### config.mk
export PLATFORM = sky130hd
export DESIGN_NAME = txc_emit
export DESIGN_NICKNAME = d
export VERILOG_FILES = /design/src/sv/text_console_char_writer_macros.svh /design/src/sv/txc_pkg.sv /design/src/sv/txc_emit.sv
export SDC_FILE = /design/constraint.sdc
export NUM_CORES = 1
export LEC_CHECK = 0
export ABC_AREA = 0
export BUFFER_PORTS_ARGS = -buffer_cell sky130_fd_sc_hd__buf_4
export CAP_MARGIN = 40
export CORE_ASPECT_RATIO = 0.5
export CORE_UTILIZATION = 52
export DETAILED_ROUTE_END_ITERATION = 10
export PLACE_DENSITY = 0.87
export SLEW_MARGIN = 10
export SYNTH_ARGS = -nofsm -noshare
export SYNTH_HDL_FRONTEND = slang
export SYNTH_SLANG_ARGS = --single-unit
### constraint.sdc
create_clock -name vclk -period 3.6
set_input_delay 0 -clock vclk [all_inputs]
set_output_delay 0 -clock vclk [all_outputs]
set_load 0.05 [all_outputs]
### src/sv/text_console_char_writer_macros.svh
// Assertion macros shared by the console writer RTL.
`ifndef TEXT_CONSOLE_CHAR_WRITER_MACROS_SVH
`define TEXT_CONSOLE_CHAR_WRITER_MACROS_SVH

// Condition must hold at every clock edge out of reset.
`define TXC_ASSERT_ALWAYS(label, cond, msg) \
	label: assert property (@(posedge clk) disable iff (!arst_n) (cond)) else $error(msg);

// Consequent must hold in the same cycle as the antecedent.
`define TXC_ASSERT_IMPLY(label, ante, cons, msg) \
	label: assert property (@(posedge clk) disable iff (!arst_n) (ante) |-> (cons)) \
		else $error(msg);

`endif

### src/sv/txc_pkg.sv
// Shared constants, types and helper functions for the text console writer.
package txc_pkg;

	// Screen geometry
	localparam int COLUMNS   = 80;
	localparam int ROWS      = 25;
	localparam int TAB_STOP  = 8;
	localparam int CELLS     = COLUMNS * ROWS;
	localparam int TAB_COUNT = COLUMNS / TAB_STOP + 1;

	// Widths
	localparam int COL_W  = $clog2(COLUMNS);
	localparam int ROW_W  = $clog2(ROWS);
	localparam int CX_W   = $clog2(COLUMNS + TAB_STOP);
	localparam int RX_W   = $clog2(ROWS + 1);
	localparam int ADDR_W = $clog2(CELLS);
	localparam int CELL_W = 16;
	localparam int LOC_W  = 11;
	localparam int CI_W   = 11;

	localparam int IN_TDATA_W  = 40;
	localparam int OUT_TDATA_W = 32;
	localparam int OUT_PAD_W   = OUT_TDATA_W - LOC_W - CELL_W - 1;
	localparam int IN_PAD_W    = IN_TDATA_W - 2 - 8 - 8 - 8 - CI_W;

	// Opcodes
	localparam logic [1:0] OP_PUT    = 2'd0;
	localparam logic [1:0] OP_PUT_AT = 2'd1;
	localparam logic [1:0] OP_CLEAR  = 2'd2;
	localparam logic [1:0] OP_READ   = 2'd3;

	// Character codes
	localparam logic [7:0] CH_BS    = 8'h08;
	localparam logic [7:0] CH_TAB   = 8'h09;
	localparam logic [7:0] CH_LF    = 8'h0A;
	localparam logic [7:0] CH_CR    = 8'h0D;
	localparam logic [7:0] CH_SPACE = 8'h20;
	localparam logic [7:0] CH_DEL   = 8'h7F;

	localparam logic [7:0] KEEP_POS   = 8'hFF;
	localparam logic [7:0] ATTR_RESET = 8'd15;

	// Outcome of interpreting one character at a position
	typedef struct packed {
		logic              bad;
		logic              wr;
		logic              scroll;
		logic [ADDR_W-1:0] addr;
		logic [COL_W-1:0]  col;
		logic [ROW_W-1:0]  row;
	} emit_t;

	// Linear cell address of a row/column pair
	function automatic logic [ADDR_W-1:0] cell_addr(input logic [ROW_W-1:0] r,
			input logic [COL_W-1:0] c);
		cell_addr = ADDR_W'(r) * ADDR_W'(COLUMNS) + ADDR_W'(c);
	endfunction

	// Next tab stop strictly to the right of c
	function automatic logic [CX_W-1:0] tab_next(input logic [COL_W-1:0] c);
		logic [CX_W-1:0] res;
		int              k;
		res = '0;
		// Walk stops from the far right down; the nearest one wins.
		for (k = TAB_COUNT; k >= 1; k--) begin
			if (k * TAB_STOP > int'(c))
				res = CX_W'(k * TAB_STOP);
		end
		tab_next = res;
	endfunction

endpackage

### src/sv/txc_emit.sv
// Character interpreter: cursor motion, cell write and scroll decision.
module txc_emit import txc_pkg::*; (
	input  logic             put_at,
	input  logic [7:0]       char_code,
	input  logic [7:0]       col,
	input  logic [7:0]       row,
	input  logic [COL_W-1:0] cur_col,
	input  logic [ROW_W-1:0] cur_row,
	output emit_t            res
);

	logic             col_keep;
	logic             row_keep;
	logic             bad;
	logic             wr;
	logic [COL_W-1:0] c0;
	logic [ROW_W-1:0] r0;
	logic [CX_W-1:0]  c1;
	logic [RX_W-1:0]  r1;
	logic             scroll;

	// Position check and start position
	always_comb begin
		col_keep = (col == KEEP_POS);
		row_keep = (row == KEEP_POS);
		bad = put_at && ((!col_keep && col >= 8'(COLUMNS)) ||
			(!row_keep && row >= 8'(ROWS)));
		c0 = (put_at && !col_keep) ? col[COL_W-1:0] : cur_col;
		r0 = (put_at && !row_keep) ? row[ROW_W-1:0] : cur_row;
	end

	// Character action, then wrap and scroll
	always_comb begin
		c1 = CX_W'(c0);
		r1 = RX_W'(r0);
		wr = 1'b0;
		unique case (char_code)
			CH_BS: begin
				if (c0 != '0)
					c1 = CX_W'(c0) - CX_W'(1);
			end
			CH_TAB: c1 = tab_next(c0);
			CH_CR:  c1 = '0;
			CH_LF: begin
				c1 = '0;
				r1 = r1 + RX_W'(1);
			end
			default: begin
				if (char_code >= CH_SPACE && char_code <= CH_DEL) begin
					wr = 1'b1;
					c1 = CX_W'(c0) + CX_W'(1);
				end
			end
		endcase
		if (c1 >= CX_W'(COLUMNS)) begin
			c1 = '0;
			r1 = r1 + RX_W'(1);
		end
		scroll = (r1 >= RX_W'(ROWS));
	end

	assign res.bad    = bad;
	assign res.wr     = wr && !bad;
	assign res.scroll = scroll && !bad;
	assign res.addr   = cell_addr(r0, c0);
	assign res.col    = COL_W'(c1);
	assign res.row    = scroll ? ROW_W'(ROWS - 1) : ROW_W'(r1);

endmodule
==> impl_metrics.tcl <==
set metrics [dict create \
    placeableCoreArea_um2 2765 \
    grt_antenna_before_repair 0 \
    synth.avg_cell_area_um2 7.153 \
    synth_fa_ha_area_frac 0.1176 \
    routed_wire_length_per_instance_um 15.27 \
    global_route.usage.total 0.2863 \
    die_h_um 41.43 \
    place.gp.congestion 0.9340 \
    die_w_um 80.85 \
    grt_pass1_wl_mm 7.866 \
    ant_nets 0 \
    synthesis.instances 226 \
    totalPowerFinal_uw 573.2 \
    synth.cell_area_um2 1617 \
    post_route_cells_drive_above_1_share 0.3310 \
    fp.dieArea_um2 3349 \
    crit_arrival_ns 3.40 \
    fin_crit_sh 0.9439 \
    placement.cell_area_um2 2157 \
    maxCapViolations 0 \
    powerDensity_nw_per_um2 264.8 \
    synth_xor_area_frac 0.09752 \
    synth_area_in_compound_gates 0.3026 \
    vias 2064 \
    largest_family_of_logic_cells_by_synthesized_area "simple AND/OR/NAND/NOR gates" \
    max_slew.worst_pin.slew_ns 0.8545 \
    yosys.cell_types.count 64 \
    grt_start_max_net_pins 17 \
    worst_hold_path_cell_count 4 \
    initial_utilization 0.5846 \
    num_io_pins 63 \
    timing.critical_path.required_ns 3.60 \
    drc 0 \
    period_needed_ns 3.398 \
    antenna-diode-count 0 \
    grt-ovfl-total 0 \
    firstDrtPassIters 6 \
    num-nets-final 340 \
    synth_warnings 0 \
    rsz0062_at_grt "false" \
    finish.instance_area_um2 2165 \
    seq_area_frac_synth 0 \
    postCtsResizedCells 0 \
    viasPerCell 6.370 \
    portBuffers 63 \
    synth_fp_nets 277 \
    kind_of_capture_point_of_the_worst_setup_path "output port" \
    timing.setup.critical_path_class "input pin to output port" \
    layout.cells.most_common "sky130_fd_sc_hd__buf_4" \
    maxSlewViolCount 0 \
    postRouteWirelength_mm 4.947 \
    power.leakage_uw 0.0009285 \
    design.seq.count 0 \
    synth.mux.area_fraction 0.08050 \
    crit_path_max_fanout 16 \
    outcome "completed" \
    max_slew_margin 0.4223 \
    first_global_vias 1779 \
    vdd.ir_drop.worst_uv 380.2 \
    final-setup-viol-count 0 \
    dpl.hpwl_mm 4.070 \
    final-seq-area_um2 0 \
    mostFrequentLayoutCells "sky130_fd_sc_hd__buf_4, sky130_fd_sc_hd__inv_1, sky130_fd_sc_hd__nand2_1, sky130_fd_sc_hd__nor2_1" \
    worst_hold_startpoint "char_code[7]" \
    worstHoldEndpoint "res[24]" \
    critPathLaunchType "input pin" \
    fp-row-count 13 \
    timing_hold_violations_final 0 \
    synth-simple-area-share 0.3259 \
    fmaxAchievable_mhz 294.3 \
    holdBufCountCts 0 \
    final.clkbuf_count 0 \
    area.growth.synth_to_final_pct 33.90 \
    drtIter0Drc 196 \
    holdCritPathClass "input pin to output port" \
    post-cts-setup-buffer-count 0 \
]
-- layout make-up --
cell class / count / area (µm²)
multi-input cells: 200 / 1544
fillers: 219 / 600.6
repair buffers: 66 / 495.5
inverters: 21 / 78.83
well taps: 37 / 46.29
-- cells in the mapped netlist, drive strengths merged, types with 7 or more instances --
library cell / instances / area, µm²
a21oi: 7 / 35.03
ha: 12 / 150.1
inv: 21 / 78.83
mux2i: 7 / 70.07
nand2: 18 / 67.56
nand3: 12 / 60.06
nor2: 17 / 63.81
nor4: 8 / 50.05
o21ai: 11 / 55.05
xnor2: 13 / 113.9
-- stage by stage --
step | utilization | std cells | hold WS (ns) | TNS (ns) | worst slack, ns
final | 0.7828 | 324 | 0.5090 | 0 | 0.2021
after global routing | 0.7828 | 324 | 0.5546 | 0 | 0.02253
after CTS | 0.7801 | 324 | 0.5151 | 0 | 0.1925
after detailed placement | 0.7801 | 324 | 0.5163 | 0 | 0.1893
after global placement | 0.7801 | 324 | 0.5130 | 0 | 0.3695
after floorplan | - | 226 | 0.3489 | -0.02020 | -0.01899
-- power by group --
part	internal (µW)	leakage [µW]	switching (µW)
clock network	0	0	0
logic	200	0.000929	373
registers	0	0	0
-- cell families after synthesis --
| family | Yosys count |
|---|---|
| simple gates | 93 |
| buf+inv | 26 |
| fa+ha+maj | 14 |
| xor+xnor | 18 |
| compound gates | 63 |
| mux | 12 |
-- worst max-delay path, cell delays in order --
cell and delay, ns:
sky130_fd_sc_hd__buf_4 0.18, sky130_fd_sc_hd__mux2_2 0.23, sky130_fd_sc_hd__o31a_1 0.26, sky130_fd_sc_hd__inv_1 0.15
sky130_fd_sc_hd__ha_1 0.31, sky130_fd_sc_hd__o41ai_2 0.46, sky130_fd_sc_hd__a221oi_1 0.15, sky130_fd_sc_hd__a2111oi_2 0.44
sky130_fd_sc_hd__o2111ai_2 0.23, sky130_fd_sc_hd__and2_4 0.27, sky130_fd_sc_hd__or2_0 0.26, sky130_fd_sc_hd__a31oi_2 0.22
sky130_fd_sc_hd__buf_4 0.23
-- how the worst max path moves through the flow --
stage | from | end | depth (start not counted)
final | put_at | res[2] | 13
after CTS | put_at | res[2] | 13
after global routing | put_at | res[2] | 13
after detailed placement | put_at | res[2] | 13
after global placement | put_at | res[2] | 13
after floorplan | put_at | res[5] | 12
-- metal layers --
layer / global-route usage / vias to the layer above / routed length, µm
met3: 0.01758 / 18 / 444
met1: 0.4052 / 950 / 2143
met2: 0.4874 / 108 / 2288
met4: 0.03214 / 0 / 71
met5: 0 / - / 0
li1: - / 988 / -
No activity file was read; power rests on OpenSTA's default activity.
